===== src/hdl/pidfd_pkg.sv =====
// Package for the filtered-derivative PID block: beat structs, register
// indexes, sequencer states and fixed widths. No dependencies.
package pidfd_pkg;

	localparam int unsigned ValueWidth = 32;
	localparam int unsigned GainWidth  = 31;
	localparam int unsigned CfgWidth   = 32;
	localparam int unsigned IdxWidth   = 3;

	typedef enum logic [IdxWidth-1:0] {
		REG_PROP_GAIN   = 3'd0,
		REG_INTEG_GAIN  = 3'd1,
		REG_DERIV_GAIN  = 3'd2,
		REG_FILTER_TC   = 3'd3,
		REG_SAMPLE_PER  = 3'd4,
		REG_OUT_MIN     = 3'd5,
		REG_OUT_MAX     = 3'd6
	} reg_idx_t;

	typedef struct packed {
		logic signed [31:0] target_value;
		logic signed [31:0] measured_value;
	} in_beat_t;

	typedef struct packed {
		logic signed [31:0] drive_value;
		logic               saturated;
	} out_beat_t;

	typedef enum logic [3:0] {
		ST_IDLE,
		ST_PROP,
		ST_KI,
		ST_INTEG,
		ST_DG,
		ST_DF,
		ST_DIV,
		ST_SUM,
		ST_OUT
	} state_t;

	typedef struct packed {
		logic start;
		logic busy;
	} div_ctl_t;

endpackage


===== src/hdl/pidfd_mul.sv =====
// Shared signed multiplier that accumulates 32x32 partial products in turn.
// Depends on pidfd_pkg.
module pidfd_mul #(
	parameter int unsigned AW = 49,
	parameter int unsigned BW = 64
) (
	input  logic                        clk,
	input  logic                        arst_n,
	input  logic                        start,
	input  logic signed [AW-1:0]        a,
	input  logic        [BW-1:0]        b,
	output logic                        done,
	output logic signed [AW+BW-1:0]     p
);
	import pidfd_pkg::*;

	localparam int unsigned PW = AW + BW;

	logic        [63:0]   amag_q;
	logic        [63:0]   b_q;
	logic                 neg_q;
	logic        [2:0]    step_q;
	logic        [127:0]  acc_q;
	logic        [63:0]   pp;
	logic        [31:0]   pa;
	logic        [31:0]   pb;
	logic        [6:0]    sh;
	logic        [AW-1:0] amag;

	assign amag = a[AW-1] ? AW'(-a) : AW'(a);

	always_comb begin
		case (step_q[1:0])
			2'd0: begin pa = amag_q[31:0];  pb = b_q[31:0];  sh = 7'd0;  end
			2'd1: begin pa = amag_q[63:32]; pb = b_q[31:0];  sh = 7'd32; end
			2'd2: begin pa = amag_q[31:0];  pb = b_q[63:32]; sh = 7'd32; end
			default: begin pa = amag_q[63:32]; pb = b_q[63:32]; sh = 7'd64; end
		endcase
		pp = {32'd0, pa} * {32'd0, pb};
	end

	always_ff @(posedge clk or negedge arst_n) begin
		if (!arst_n) begin
			step_q <= 3'd0;
			done   <= 1'b0;
		end else begin
			done <= !start && (step_q == 3'd7);
			if (start) begin
				step_q <= 3'd4;
			end else if (step_q != 3'd0) begin
				step_q <= step_q + 3'd1;
			end
		end
	end

	always_ff @(posedge clk) begin
		if (start) begin
			amag_q <= 64'(amag);
			b_q    <= 64'(b);
			neg_q  <= a[AW-1];
			acc_q  <= '0;
		end else if (step_q != 3'd0) begin
			acc_q <= acc_q + ({64'd0, pp} << sh);
		end
	end

	assign p = neg_q ? -$signed(PW'(acc_q)) : $signed(PW'(acc_q));

endmodule


===== config.mk =====
export PLATFORM = sky130hd
export DESIGN_NAME = pidfd_mul
export DESIGN_NICKNAME = d
export VERILOG_FILES = /design/src/hdl/pidfd_pkg.sv /design/src/hdl/pidfd_mul.sv
export SDC_FILE = /design/constraint.sdc
export NUM_CORES = 2
export LEC_CHECK = 0
export ABC_AREA = 1
export BUFFER_PORTS_ARGS = -buffer_cell sky130_fd_sc_hd__buf_2
export CAP_MARGIN = 10
export CORE_MARGIN = 2
export CORE_UTILIZATION = 45
export CTS_BUF_LIST = sky130_fd_sc_hd__clkbuf_8
export CTS_CLUSTER_SIZE = 14
export DETAILED_ROUTE_END_ITERATION = 6
export GPL_TIMING_DRIVEN = 0
export PLACE_DENSITY = 0.72
export SYNTH_ARGS = -nofsm -noshare
export SYNTH_HDL_FRONTEND = slang
export SYNTH_SLANG_ARGS = --single-unit

===== constraint.sdc =====
create_clock -name clk -period 11.6 [get_ports clk]
set_input_delay 0.58 -clock clk [delete_from_list [all_inputs] [get_ports clk]]
set_output_delay 0.58 -clock clk [all_outputs]
set_load 0.1 [all_outputs]

==> impl_metrics.csv <==
group,metric,value,unit
run_status,status,"completed",
floorplan,die_x,359.0,µm
synthesis,synth_fp_nets,9331,
placement,gp_congestion,1.142,
cells_and_area,num-nets-final,9700,
min_path,hp-class,"in -> reg",
min_path,min_path_cells,1,
critical_path,slowest_delay,770,ps
synthesis,ys_seq_area_share,10.20,%
sta,finalClockSkew,109.8,ps
route,vias_per_cell,5.803,
route,vias,58040,
flow_run,maxCapViolations,0,
floorplan,fp.dieH,359.0,µm
placement,port_buffers,229,
sta,worst_pin_slew,1399,ps
clock_network,clk_pin_slew,70,ps
critical_path,path_delay_family,"adder cells",
global_route,grt_max_degree,71,
placement,placed_cell_area,60310,µm²
synthesis,synth_area_leaders,"fa_1 32%, inv_1 11%, nor2_1 9.1%",
route,drc,0,
synthesis,ys_ff_latch,231,
synthesis,yosys_warnings,0,
min_path,hold_start,"b[24]",
global_route,overflow,0,
placement,dp_hpwl,244.0,mm
critical_path,critical_path_class,"reg -> reg",
placement,dp_cells,9837,
synthesis,synthFlopType,"edfxtp_1",
clock_network,worst_skew_pair.late_latency,770,ps
synthesis,synthArstFlopShare,1.732,%
sta,rsz0062_at_grt,"true",
global_route,grt_pass1_vias,57370,
floorplan,rows,130,
global_route,grtUsageMet2,66.02,%
cells_and_area,final_common_cell,"inv_1",
clock_network,cts.htree.levels,2,
synthesis,synth.avg_cell_area,7.147,µm²
synthesis,postSynthCellCount,7936,
sta,max_clock_freq,0.08680,GHz
critical_path,critical_path_arrival,12180,ps
cells_and_area,fillers,12670,
critical_path,r2r_start,"step_q[1]$_DFFE_PN0P_",
cells_and_area,stdcell_area,64470,µm²
route,firstDrtPassIters,6,
critical_path,worstPathRequired,12260,ps
route,drt-total-wl,288.9,mm
critical_path,reg2reg_slack,80,ps
cells_and_area,most-common-layout-cells,"1722 x inv_1, 1319 x nor2_1, 1293 x nand2_1",
cells_and_area,layout.cells.non_filler,10000,
global_route,grt.busiest_layer,"met2",
clock_network,cts_tree,"done",
clock_network,cts_max_path_buffers,3,
sta,max_slew_margin,6.737,%
clock_network,cts_sinks,231,
critical_path,r2r_cells,41,
sta,min_period_over_period,99.32,%
floorplan,coreArea,125400,µm²
critical_path,cp_max_fo,10,
min_path,hold_end,"b_q[24]$_DFFE_PP_",
clock_network,cts_root_buf,"clkbuf_8",
critical_path,slowest_stage,"fa_1",
sta,period_needed,11520,ps
clock_network,cts_buffers,47,
synthesis,yosys.area.top_type,"fa_1",
floorplan,die_area,128900,µm²
synthesis,synth_top_area_share,31.66,%
global_route,globalRouteTotalUtil,44.12,%
global_route,grt_pass1_wl,403.9,mm
cells_and_area,drive_gt1_share,12.28,%
sta,setup_viol,0,
route,avgRoutedWirePerCell,28.88,µm
critical_path,rr_endpoint,"acc_q[75]$_SDFFE_PP0P_",
floorplan,pin_count,230,
floorplan,initial_core_util,45.23,%
cells_and_area,area_delta_synth_final,13.65,%
synthesis,synth_edf_count,114,
sta,drv_slew,0,
global_route,antenna_found_initial,30,
sta,tns,0,ps
sta,final_hold_viol_count,0,
critical_path,critPathBufInv,11,
synthesis,netlist_area,56720,µm²
synthesis,ys_types,59,
critical_path,end_kind,"flip-flop",
route,ant_nets,0,
global_route,globalRouteMet3Util,14.23,%
global_route,use_met1,51.76,%
critical_path,cp-start-kind,"flip-flop",
route,drtIter0Drc,6649,
[worst max-delay path by stage]
stage / start / endpoint / slack (ps) / depth (start not counted)
finish: step_q[1]$_DFFE_PN0P_ / acc_q[75]$_SDFFE_PP0P_ / 80 / 41
global route: step_q[0]$_DFFE_PN0P_ / acc_q[111]$_SDFFE_PP0P_ / -80 / 51
CTS: step_q[0]$_DFFE_PN0P_ / acc_q[76]$_SDFFE_PP0P_ / -7 / 47
detailed placement: step_q[0]$_DFFE_PN0P_ / acc_q[111]$_SDFFE_PP0P_ / -3170 / 46
global placement: step_q[0]$_DFFE_PN0P_ / acc_q[111]$_SDFFE_PP0P_ / -3590 / 45
floorplan: step_q[0]$_DFFE_PN0P_ / acc_q[112]$_SDFFE_PP0P_ / 2100 / 53
[Yosys cell counts (42+ instances only)]
| cell type | instances |
|---|---|
| clkbuf_1 | 207 |
| o21ai_0 | 309 |
| inv_1 | 1731 |
| edfxtp_1 | 114 |
| nor3_1 | 74 |
| o21bai_1 | 68 |
| inv_2 | 46 |
| a21oi_1 | 327 |
| fa_1 | 897 |
| nor2_1 | 1378 |
| nor4_1 | 42 |
| ha_1 | 382 |
| xnor2_1 | 63 |
| o21ai_1 | 85 |
| nand4_1 | 73 |
| nand2_1 | 1325 |
| dfxtp_1 | 113 |
| nand3_1 | 207 |
| xor2_1 | 186 |
[routing by layer]
metal | up-vias | part of all wire [%]
li1 | 24900 | -
met1 | 28410 | 36
met2 | 3598 | 42
met3 | 1115 | 12
met4 | 22 | 10
met5 | - | 0.046
[kinds of logic after synthesis]
group | after synthesis | synth area share (%)
adder cells (fa/ha/maj) | 1279 | 40.08
AO/OA/AOI/OAI | 966 | 9.609
XOR/XNOR | 249 | 3.845
flip-flops | 231 | 10.20
AND/OR/NAND/NOR | 3177 | 22.78
buffers and inverters | 2034 | 13.48
[sequential cells by signal, indices dropped and copies added (netlist names)]
register and flops:
acc_q 113, amag_q 49, step_q 3, b_q 64
done 1, neg_q 1
[stage by stage]
step | hold slack [ps] | utilization, % | setup WS (ps)
after floorplan | 284.4 | - | 2101
after global placement | 432.5 | 47.79 | -3588
after detailed placement | 435.3 | 48.09 | -3167
after CTS | 0.6228 | 49.87 | -6.826
after global routing | 18.54 | 51.39 | -76.19
final | 36.20 | 51.41 | 79.24
[final cells by class]
| class | instances | area, µm² | area share, % |
|---|---|---|---|
| diodes | 10 | 25.02 | 0.03882 |
| plain buffers | 225 | 1369 | 2.123 |
| clock buffers | 48 | 660.6 | 1.025 |
| clock inverters | 37 | 312.8 | 0.4852 |
| inverters | 1802 | 6872 | 10.66 |
| multi-input cells | 5671 | 45220 | 70.15 |
| flip-flops and latches | 231 | 5786 | 8.974 |
| well taps | 1650 | 2064 | 3.202 |
| repair buffers | 327 | 2157 | 3.346 |
[repair_timing]
| item | in CTS | in global routing |
|---|---|---|
| hold buffers | 2 | 0 |
| endpoints found under the setup margin | 96 | 85 |
| resized for setup | 369 | 486 |
| setup buffers | 29 | 44 |
| pin swaps | 8 | 31 |
| endpoints found under the hold margin | 5 | 0 |
Power is not shown: default switching activity piles up to over one toggle a cycle in this logic, so the estimate is an artifact.
