===== src/hdl/pidfd_pkg.sv =====
// Package for the filtered-derivative PID block: beat structs, register
// indexes, sequencer states and fixed widths. No dependencies.
package pidfd_pkg;

	localparam int unsigned ValueWidth = 32;
	localparam int unsigned GainWidth  = 31;
	localparam int unsigned CfgWidth   = 32;
	localparam int unsigned IdxWidth   = 3;

	typedef enum logic [IdxWidth-1:0] {
		REG_PROP_GAIN   = 3'd0,
		REG_INTEG_GAIN  = 3'd1,
		REG_DERIV_GAIN  = 3'd2,
		REG_FILTER_TC   = 3'd3,
		REG_SAMPLE_PER  = 3'd4,
		REG_OUT_MIN     = 3'd5,
		REG_OUT_MAX     = 3'd6
	} reg_idx_t;

	typedef struct packed {
		logic signed [31:0] target_value;
		logic signed [31:0] measured_value;
	} in_beat_t;

	typedef struct packed {
		logic signed [31:0] drive_value;
		logic               saturated;
	} out_beat_t;

	typedef enum logic [3:0] {
		ST_IDLE,
		ST_PROP,
		ST_KI,
		ST_INTEG,
		ST_DG,
		ST_DF,
		ST_DIV,
		ST_SUM,
		ST_OUT
	} state_t;

	typedef struct packed {
		logic start;
		logic busy;
	} div_ctl_t;

endpackage


===== src/hdl/pidfd_div.sv =====
// Restoring divider, one quotient bit per cycle, for the derivative filter.
// Depends on pidfd_pkg.
module pidfd_div #(
	parameter int unsigned NW = 128,
	parameter int unsigned DW = 33
) (
	input  logic            clk,
	input  logic            arst_n,
	input  logic            start,
	input  logic [NW-1:0]   num,
	input  logic [DW-1:0]   den,
	output logic            done,
	output logic [NW-1:0]   quo
);
	import pidfd_pkg::*;

	localparam int unsigned CW = $clog2(NW + 1);

	div_ctl_t          ctl_q;
	logic [CW-1:0]     cnt_q;
	logic [DW-1:0]     den_q;
	logic [DW:0]       rem_q;
	logic [NW-1:0]     n_q;
	logic [DW:0]       trial;

	assign trial = {rem_q[DW-1:0], n_q[NW-1]};

	always_ff @(posedge clk or negedge arst_n) begin
		if (!arst_n) begin
			ctl_q <= '0;
			cnt_q <= '0;
			done  <= 1'b0;
		end else begin
			done        <= !start && ctl_q.busy && (cnt_q == CW'(1));
			ctl_q.start <= start;
			if (start) begin
				ctl_q.busy <= 1'b1;
				cnt_q      <= CW'(NW);
			end else if (ctl_q.busy) begin
				cnt_q      <= cnt_q - CW'(1);
				ctl_q.busy <= (cnt_q != CW'(1));
			end
		end
	end

	always_ff @(posedge clk) begin
		if (start) begin
			n_q   <= num;
			den_q <= den;
			rem_q <= '0;
			quo   <= '0;
		end else if (ctl_q.busy) begin
			n_q <= n_q << 1;
			if (trial >= {1'b0, den_q}) begin
				rem_q <= trial - {1'b0, den_q};
				quo   <= {quo[NW-2:0], 1'b1};
			end else begin
				rem_q <= trial;
				quo   <= {quo[NW-2:0], 1'b0};
			end
		end
	end

endmodule


===== config.mk =====
export PLATFORM = sky130hd
export DESIGN_NAME = pidfd_div
export DESIGN_NICKNAME = d
export VERILOG_FILES = /design/src/hdl/pidfd_pkg.sv /design/src/hdl/pidfd_div.sv
export SDC_FILE = /design/constraint.sdc
export NUM_CORES = 1
export LEC_CHECK = 0
export ABC_AREA = 1
export BUFFER_PORTS_ARGS = -buffer_cell sky130_fd_sc_hd__buf_2
export CORE_ASPECT_RATIO = 0.7
export CORE_MARGIN = 3
export CORE_UTILIZATION = 50
export DETAILED_ROUTE_END_ITERATION = 10
export PLACE_DENSITY_LB_ADDON = 0.12
export SLEW_MARGIN = 20
export SYNTH_ARGS = -nofsm -noshare
export SYNTH_HDL_FRONTEND = slang
export SYNTH_SLANG_ARGS = --single-unit
export TNS_END_PERCENT = 100

===== constraint.sdc =====
create_clock -name clk -period 4.78 [get_ports clk]
set_clock_uncertainty 0.2 [all_clocks]
set_input_delay 0.239 -clock clk [delete_from_list [all_inputs] [get_ports clk]]
set_output_delay 0.239 -clock clk [all_outputs]
set_load 0.01 [all_outputs]

==> results.toml, run 1 <==
[global_routing]
grt_pass1_vias = 13100
overflow = 0
grt_first_pass_wirelength_um = 70900
grt_usage = 0.274
antenna_found_initial = 1
grt_max_degree = 115

[clock_tree]
cts-resized-gates = 0
clock_latency_ps = 590
cts_num_sinks = 332
htreeDepth = 1
cts.path.max_buffers = 3
cts_buffers = 31
clockRootBuffer = "clkbuf_16"
clk_pin_slew_ps = 70
cts_tree = "yes"

[finish]
most-common-layout-cells = "nand2_1 (718), inv_1 (302), buf_2 (291)"
drive_above_1_share = 0.168
final_common_cell = "nand2_1"
design_area_um2 = 19800
area_delta_synth_final_pct = 30.8
fin_nets = 2490

[yosys]
syn-cell-area_um2 = 15200
synth_area_per_cell_um2 = 8.23
synth.area.top_cells = "edfxtp_1 (32%), dfxtp_1 (21%), nand2_1 (18%), inv_1 (7.5%), o22ai_1 (5.2%)"
syn_inst = 1843
synth-seq-cells = 332
synth_top_cell_by_area = "edfxtp_1"
synth_seq_area_share = 0.548
synthesis.nets = 2043
synth.top_cell.area_share = 0.319
yosys_warnings = 0
synthDistinctLibCells = 39

[placed_design]
place_area_um2 = 16900
gp_congestion = 0.928
dpl_worst_slack_ps = 1820
io_buffers = 292
hpwlAfterDp_um = 30100

[setup_path]
cp_cell_sequence = "inv_1 -> ha_1 -> inv_1 -> fa_1 -> nand3_1 -> nand3_2 -> nand2_1 -> nand2_2 -> nand2_4 -> nand2_8 -> nand2_2 -> nand2_1 -> nand2_1 -> nand2_1"
cp.arrival_ps = 3260
crit_family = "simple AND/OR/NAND/NOR gates"
critPathCaptureType = "register"
slowest_delay_ps = 450
crit_type = "reg2reg"
crit_buf_inv = 2
slowest_stage = "fa_1"
path_max_fanout = 33
worstPathRequired_ps = 5060
cp-start-kind = "register"
crit_top_cell = "nand2_1"

[detailed_routing]
wl_per_cell_um = 16.7
first_iter_violations = 1117
routed_via_density = 5.01
ant_nets = 0
num_vias = 13600
drc_errors = 0
first_pass_iters = 7
drt-total-wl_um = 45400

[floorplanning]
die_width_um = 214
die_area_um2 = 32500
pin_count = 293
coreArea_um2 = 29400
placementRows = 52
fp.dieH_um = 152
start_util = 0.516

[sta]
rsz0062_at_grt = "false"
fin_crit_sh = 0.624
tightest_slew_ps = 954
setup_viol = 0
setup_tns_ps = 0
fin_ws_ps = 1800
slew_headroom = 0.364
hold_violations = 0
max_clock_freq_mhz = 336
slew_violations = 0
fin_crit_ps = 2980

[run_status]
outcome = "finished clean"

[run]
max_cap_viol_count = 0

[worst_hold_path]
hold_class = "in2reg"

[power_and_ir_drop]
p_leak_nw = 9.68
ir_drop_v = 0.000269
pwr_density_cell_nw_per_um2 = 434
==> sequential cells by signal, summed over array words and instances (netlist names) <==
signal,cells
n_q,128
quo,128
den_q,33
rem_q,33
cnt_q,8
ctl_q,1
done,1
==> routing by layer <==
metal	GRT usage	wire [um]	vias to the layer above
li1	-	-	6738
met3	0.0654	3480	99
met1	0.382	20600	6312
met4	0.0851	1380	0
met2	0.427	20000	483
met5	0	0	-
==> timing repair <==
action,in CTS,in global routing
endpoints found under the hold margin,183,0
hold buffers,182,0
endpoints found under the setup margin,0,0
buffers inserted,0,0
==> cells in the mapped netlist <==
cell type / n
clkinv_1: 2
nor4_4: 1
nand2_4: 1
nor2_8: 1
nand2_8: 1
nand3b_1: 13
nand4_1: 9
nand3_2: 2
inv_2: 2
dfxtp_1: 161
nor2_1: 42
fa_1: 1
edfxtp_1: 161
xnor2_1: 14
nor2_4: 2
buf_2: 7
and2_1: 7
nand3_1: 78
nand2_2: 12
dfrtp_1: 10
o22ai_1: 127
nor2_2: 5
clkbuf_1: 52
or2_2: 1
nor3_2: 1
buf_6: 5
o21ai_0: 12
inv_1: 303
buf_1: 4
ha_1: 35
nand2_1: 718
buf_4: 2
a31oi_1: 1
nor3_1: 8
o21bai_1: 6
a21oi_1: 25
a21o_1: 1
o21ai_1: 9
xor2_1: 1
==> logic make-up after synthesis <==
| family | after synthesis | synth area share |
|---|---|---|
| AND/OR/NAND/NOR | 902 | 0.245 |
| buffers and inverters | 377 | 0.0968 |
| flip-flops | 332 | 0.548 |
| AO/OA/AOI/OAI | 181 | 0.0714 |
| adder cells (fa/ha/maj) | 36 | 0.0302 |
| XOR/XNOR | 15 | 0.00866 |
==> final timing paths <==
check	to	slack, ps	startpoint	cells past startpoint
worst max-delay path	rem_q[31]	1800	n_q[127]	14
worst min-delay path	den_q[4]	160	den[4]	2
worst max register to register	rem_q[31]	1800	n_q[127]	14
worst min register to register	rem_q[21]	270	rem_q[21]	2
max in group asynchronous	done	3540	arst_n	3
min in group asynchronous	cnt_q[4]	500	arst_n	3
==> per-stage QoR <==
step	std cells	total power, W	util	hold WS [ps]
final	2721	0.00860	0.675	161
after CTS	2719	0.00858	0.674	121
after global placement	2479	0.00592	0.576	-85.1
after global routing	2721	0.00911	0.675	153
after detailed placement	2479	0.00591	0.576	-78.5
after floorplan	1843	0.00523	-	-257
==> cell type report <==
class	instances	area (um2)
Inverter	307	1160
Clock inverter	13	116
Fill cell	2463	9560
Sequential cell	332	8310
Clock buffer	45	940
Multi-Input combinational cell	1134	5400
Antenna cell	1	2.50
Timing Repair Buffer	484	3410
Tap cell	405	507
==> report_power, final <==
group          leakage [nW]  internal [W]  switching (W)  total [W]
Clock                 0.530       0.00143        0.00113    0.00256
Combinational          5.99      0.000925        0.00169    0.00262
Sequential             3.16       0.00328       0.000152    0.00343
Total                  9.68       0.00563        0.00297    0.00860
Power figures use the tool's default switching activity.
==> run 2, diff against run 1 <==
--- a/config.mk
+++ b/config.mk
@@ -5,7 +5,7 @@
 export SDC_FILE = /design/constraint.sdc
 export NUM_CORES = 1
 export LEC_CHECK = 0
-export ABC_AREA = 1
+export ABC_AREA = 0
 export BUFFER_PORTS_ARGS = -buffer_cell sky130_fd_sc_hd__buf_2
 export CORE_ASPECT_RATIO = 0.7
 export CORE_MARGIN = 3
==> constraint.sdc (replaced) <==
create_clock -name clk -period 2.7 [get_ports clk]
set_clock_uncertainty 0.2 [all_clocks]
set_input_delay 0.135 -clock clk [delete_from_list [all_inputs] [get_ports clk]]
set_output_delay 0.135 -clock clk [all_outputs]
set_load 0.01 [all_outputs]
==> run 2 against run 1 <==
The flow now finishes with violations (negative setup slack). Global-route usage is 3.0 points lower. Sequential share of layout area is 2.4 points lower. Critical path depth is 1 higher. Final cell count is 17% lower. Combinational power is 33% lower. Wire length is 12% lower. Worst setup slack worse by 2500 ps. Register-to-register slack worse by 2500 ps. Synthesized area is 2.3% lower. Worst hold slack worse by 35 ps. Clock power is 93% higher. Critical path type unchanged.
==> results.toml, run 2 <==
[run_status]
outcome = "finished, violations left"
failed_checks = "negative setup slack"

[yosys]
synth_seq_area_share = 0.561
synth_edf_count = 161
synth.top_cell.area_share = 0.326
synth_area_per_cell_um2 = 11.7
synth-seq-cells = 332
yosys_warnings = 0
synth.area.top_cells = "edfxtp_1 (33%), dfxtp_1 (22%), mux2_2 (9.6%), mux2i_1 (8.6%), nor2_1 (4.7%)"
synthDistinctLibCells = 63
syn_inst = 1263
async_flop_share = 0.0301
synthesis.nets = 1463
syn-cell-area_um2 = 14800
synth-main-ff-cell = "edfxtp_1"
synth_top_cell_by_area = "edfxtp_1"
synth_common_cells = "nor2_1 (186), dfxtp_1 (161), edfxtp_1 (161)"
synth_most_common_cell = "nor2_1"

[clock_tree]
htreeDepth = 2
clockRootBuffer = "clkbuf_16"
cts_num_sinks = 332
cts_buffers = 34
cts_tree = "yes"
clk_pin_slew_ps = 60
clock_latency_ps = 520
cts.path.max_buffers = 3

[finish]
area_delta_synth_final_pct = 42.0
top_regs = "n_q: 128 flops, quo: 128 flops"
finish.utilization = 0.725
final_common_cell = "buf_2"
fillers = 2017
drive_above_1_share = 0.380
fin_nets = 2056
multi_input_area_um2 = 6330
most-common-layout-cells = "buf_2 (291), nor2_1 (184), dlygate4sd3_1 (166)"
ff_latch_area_um2 = 8310

[detailed_routing]
wl_per_cell_um = 17.7
wl_met3_um = 2490
drt-total-wl_um = 40000
met1Wirelength_um = 17800
wl_met2_um = 18800
drc_errors = 0
routed_via_density = 5.22
ant_nets = 0
num_vias = 11800
first_iter_violations = 893
first_pass_iters = 7
dr.max_layer_used = "met4"

[run]
max_cap_viol_count = 0

[placed_design]
hpwlAfterDp_um = 24500
gp_congestion = 0.886
io_buffers = 292

[sta]
fin_crit_sh = 1.26
rsz0062_at_grt = "true"
slew_violations = 0
tightest_slew_ps = 1060
hold_ws_ps = 126
fin_crit_ps = 3400
hold_violations = 0
setup_viol = 34
slew_headroom = 0.292
max_clock_freq_mhz = 294
fin_ws_ps = -701

[floorplanning]
pin_count = 293
coreArea_um2 = 29000
die_area_um2 = 31800
die_width_um = 212
placementRows = 52
fp.dieH_um = 150
start_util = 0.511

[global_routing]
grt_max_degree = 146
antenna_found_initial = 3
grt_pass1_vias = 11700
overflow = 0
grt_usage = 0.243
grt_first_pass_wirelength_um = 61800

[setup_path]
critPathCaptureType = "register"
cp-start-kind = "register"
path_max_fanout = 2
crit_type = "reg2reg"
cp.arrival_ps = 3630
worstPathRequired_ps = 2930

[power_and_ir_drop]
p_leak_nw = 10.1
ir_drop_v = 0.000458
pwr_density_cell_nw_per_um2 = 595

[worst_hold_path]
hold_class = "in2reg"
run 2: cell types whose count changed after synthesis, moves of 10 or more:
cell      delta
a21o_1      +13
a21oi_1     +14
a311oi_2    +13
inv_1      -257
mux2_2     +127
mux2i_1    +127
nand2_1    -644
nand2_2     -12
nand3_1     -52
nor2_1     +144
o211ai_1    +10
o22ai_1    -126
xnor2_1     +13
run 2: stage by stage:
step                      cell area (um2)  TNS (ps)  setup WS [ps]  cells  total power, W
final                               21000    -21630           -701   2262          0.0125
after global routing                21000    -26490           -852   2261          0.0130
after CTS                           20700    -20040           -662   2246          0.0125
after detailed placement            17700    -22800           -747   2006         0.00739
after global placement              17700    -18210           -581   2006         0.00736
after floorplan                     14900    -91830           -601   1263         0.00681
run 2: critical path, stage by stage (launching register included):
cell      delay, ps
edfxtp_1        380
inv_1            80
ha_2            180
inv_2            40
fa_2            330
a21o_1          180
a221o_1         390
a221oi_4        330
buf_6           150
a31oi_4          80
buf_4           150
o21ai_2         100
nand3b_1        150
xor2_1          210
nand2_1         110
a311oi_2        250
run 2: metal layers:
layer,global-route usage,up-vias
li1,-,5709
met1,0.335,5689
met2,0.391,350
met3,0.0545,67
met4,0.0659,0
met5,0,-
run 2: kinds of logic (layout without fill, tap and decap cells):
family | count (synthesis) | after routing | synth area share
flip-flops | 332 | 332 | 0.561
adder cells (fa/ha/maj) | 36 | 36 | 0.0309
other | 0 | 3 | 0
multiplexers | 254 | 254 | 0.182
AND/OR/NAND/NOR | 335 | 337 | 0.0966
buffers and inverters | 120 | 736 | 0.0317
AO/OA/AOI/OAI | 155 | 155 | 0.0797
XOR/XNOR | 31 | 31 | 0.0183
run 2: where the power goes:
part / internal, W / switching [W]
clock: 0.00296 / 0.00198
sequential: 0.00569 / 0.000157
combinational: 0.000956 / 0.000792
total: 0.00960 / 0.00293
run 2: layout make-up:
class	instances	share of cell area
inverters	47	0.00856
multi-input cells	813	0.301
clock inverters	16	0.0100
diodes	3	0.000357
repair buffers	628	0.218
well taps	378	0.0225
clock buffers	45	0.0449
flip-flops and latches	332	0.395
run 2: final timing paths:
check                         start   endpoint  slack (ps)  cells after the start
min in group asynchronous    arst_n   cnt_q[6]         450                      3
min reg2reg                quo[127]   quo[127]         300                      2
max in group asynchronous    arst_n   ctl_q[0]        1500                      3
min                          den[5]   den_q[5]         130                      2
max reg2reg                n_q[127]  rem_q[24]        -700                     15
max                        n_q[127]  rem_q[24]        -700                     15
run 2: what timing repair did:
| item | CTS | global route |
|---|---|---|
| cloned | 3 | 1 |
| setup endpoints to repair | 34 | 34 |
| resized for setup | 24 | 44 |
| setup buffers | 10 | 14 |
| pin swaps | 21 | 24 |
| endpoints found under the hold margin | 191 | 0 |
| hold buffers | 166 | 0 |
==> run 3, diff against run 2 <==
--- a/config.mk
+++ b/config.mk
@@ -9,7 +9,7 @@
 export BUFFER_PORTS_ARGS = -buffer_cell sky130_fd_sc_hd__buf_2
 export CORE_ASPECT_RATIO = 0.7
 export CORE_MARGIN = 3
-export CORE_UTILIZATION = 50
+export CORE_UTILIZATION = 55
 export DETAILED_ROUTE_END_ITERATION = 10
 export PLACE_DENSITY_LB_ADDON = 0.12
 export SLEW_MARGIN = 20
==> constraint.sdc (replaced) <==
create_clock -name clk -period 3.8 [get_ports clk]
set_clock_uncertainty 0.2 [all_clocks]
set_input_delay 0.19 -clock clk [delete_from_list [all_inputs] [get_ports clk]]
set_output_delay 0.19 -clock clk [all_outputs]
set_load 0.01 [all_outputs]
==> run 3 against run 2 <==
Sequential power fell by 29%. Total power down 33%. Die area is 8.8% lower. Core utilization rose by 1.5 points. Flip-flop and latch count is the same. Combinational power fell by 41%. Highest routed layer unchanged. Non-clock buffer count decreased by 159. Sequential share of layout area rose by 3.5 points. Critical path depth decreased by 1. The run now ends clean. Largest power group unchanged. Clock power fell by 36%. Final cell count is 7.9% lower.
==> results.toml, run 3 (synthesized netlist as in run 2, its figures left out) <==
[run_status]
outcome = "finished clean"

[detailed_routing]
wl_per_cell_um = 18.0
drt-total-wl_um = 37400
num_vias = 11100
drc_errors = 0
wl_met2_um = 17700
wl_met3_um = 2390
first_iter_violations = 804
routed_via_density = 5.31
first_pass_iters = 7
met1Wirelength_um = 16500
ant_nets = 0
dr.max_layer_used = "met4"

[sta]
max_clock_freq_mhz = 279
slew_headroom = 0.341
rsz0062_at_grt = "false"
slew_violations = 0
tightest_slew_ps = 989
setup_tns_ps = 0
fin_crit_ps = 3590
setup_viol = 0
hold_violations = 0
fin_crit_sh = 0.944

[clock_tree]
clk_pin_slew_ps = 70
clockRootBuffer = "clkbuf_16"
post-cts-setup-buffers = 0
clock_latency_ps = 570
htreeDepth = 1
cts.path.max_buffers = 3
cts_buffers = 31
cts_tree = "yes"
cts_num_sinks = 332

[global_routing]
grt_max_degree = 131
grt_first_pass_wirelength_um = 59900
overflow = 0
grt_pass1_vias = 11200
grt_usage = 0.255
antenna_found_initial = 7

[worst_hold_path]
hp-start = "den[26]"
holdPathStages = 2
hold_class = "in2reg"
min_to = "den_q[26]"

[placed_design]
place_area_um2 = 16600
dp.cells = 1852
io_buffers = 292
hpwlAfterDp_um = 23000
gp_congestion = 0.880

[power_and_ir_drop]
switching_share = 0.240
p_leak_nw = 9.15
p_clk_frac = 0.378
power_w = 0.00834
pwr-share-seq = 0.499
comb_power_share = 0.124
pwr_density_cell_nw_per_um2 = 432
power.switching_w = 0.00200
ir_drop_v = 0.000378
intPower_w = 0.00634

[finish]
area_delta_synth_final_pct = 30.4
fillers = 1812
final_common_cell = "buf_2"
fin_cells = 2083
top_regs = "n_q: 128 flops, quo: 128 flops"
design_area_um2 = 19300
fin_nets = 1892
most-common-layout-cells = "buf_2 (291), nor2_1 (186), dlygate4sd3_1 (164)"
drive_above_1_share = 0.300

[setup_path]
worstPathRequired_ps = 4080
critPathCaptureType = "register"
cp_cell_sequence = "inv_1 -> ha_1 -> inv_1 -> fa_1 -> a21o_1 -> a221o_1 -> a221oi_4 -> o2bb2ai_2 -> a21oi_2 -> nor4_4 -> or2_4 -> buf_4 -> nand2_1 -> a311oi_2"
r2r-end = "rem_q[11]"
crit_top_cell = "inv_1"
r2r_setup_slack_ps = 210
crit_type = "reg2reg"
slowest_delay_ps = 400
crit_family = "compound AO/OA/AOI/OAI gates"
r2r-start = "n_q[127]"
slowest_stage = "fa_1"
rr_worst_depth = 14
crit_buf_inv = 3
cp-start-kind = "register"
path_max_fanout = 13
cp.arrival_ps = 3870

[floorplanning]
start_util = 0.567
die_width_um = 202
placementRows = 49
pin_count = 293
coreArea_um2 = 26100
die_area_um2 = 29000
fp.dieH_um = 143

[run]
max_cap_viol_count = 0
-- run 3: changes by cell type in the layout (fill, tap and decap cells not counted), sizes merged --
cell         change
clkbuf           -2
nor2             -2
diode            +6
inv              +1
buf            -157
bufinv           -4
dlygate4sd3      -2
clkinv           +2
-- run 3: repair_timing --
item | CTS | global route
gates resized for setup | 0 | 1
endpoints found under the setup margin | 0 | 10
endpoints found under the hold margin | 200 | 0
hold buffers | 164 | 0
-- run 3: cell type report --
cell class / count / area, um2 / area share
well taps: 357 / 447 / 0.0231
clock inverters: 15 / 113 / 0.00583
flip-flops and latches: 332 / 8310 / 0.430
diodes: 9 / 22.5 / 0.00117
inverters: 47 / 180 / 0.00932
clock buffers: 43 / 918 / 0.0475
multi-input cells: 811 / 6050 / 0.313
repair buffers: 469 / 3290 / 0.170
-- run 3: through the flow --
stage | util | hold WS (ps) | setup slack, ps
6_report | 0.740 | 134 | 213
3_5_place_dp | 0.637 | -135 | 190
5_1_grt | 0.740 | 119 | 22.3
3_3_place_gp | 0.637 | -137 | 288
2_1_floorplan | - | -306 | 110
4_1_cts | 0.739 | 109 | 171
-- run 3: layer usage --
layer,GRT usage,up-vias
met3,0.0604,57
met1,0.345,5286
met5,0,-
met4,0.0605,0
met2,0.422,324
li1,-,5400
-- run 3: how the worst max path moves through the flow --
stage / start / end / slack, ps / depth (start not counted)
after detailed placement: n_q[127] / rem_q[11] / 190 / 14
after CTS: n_q[127] / rem_q[11] / 170 / 14
after floorplan: ctl_q[0] / n_q[0] / 110 / 4
after global placement: n_q[127] / rem_q[26] / 290 / 14
after global routing: n_q[127] / rem_q[29] / 20 / 14
final: n_q[127] / rem_q[11] / 210 / 14
-- run 3: power by group through the flow --
stage                     Clock (W)  Sequential, W  Combinational (W)
after floorplan                   0        0.00418           0.000653
after global placement            0        0.00422           0.000853
after detailed placement          0        0.00422           0.000868
after CTS                   0.00320        0.00415            0.00101
after global routing        0.00336        0.00419            0.00113
final                       0.00315        0.00416            0.00103
-- run 3: worst reg2reg max path, delay by kind of cell, from the launching register on --
kind / cells / cell delay [ps]
AO/OA/AOI/OAI: 6 / 1490
adder cells (fa/ha/maj): 2 / 550
AND/OR/NAND/NOR: 3 / 550
flip-flops: 1 / 390
buffers and inverters: 3 / 320
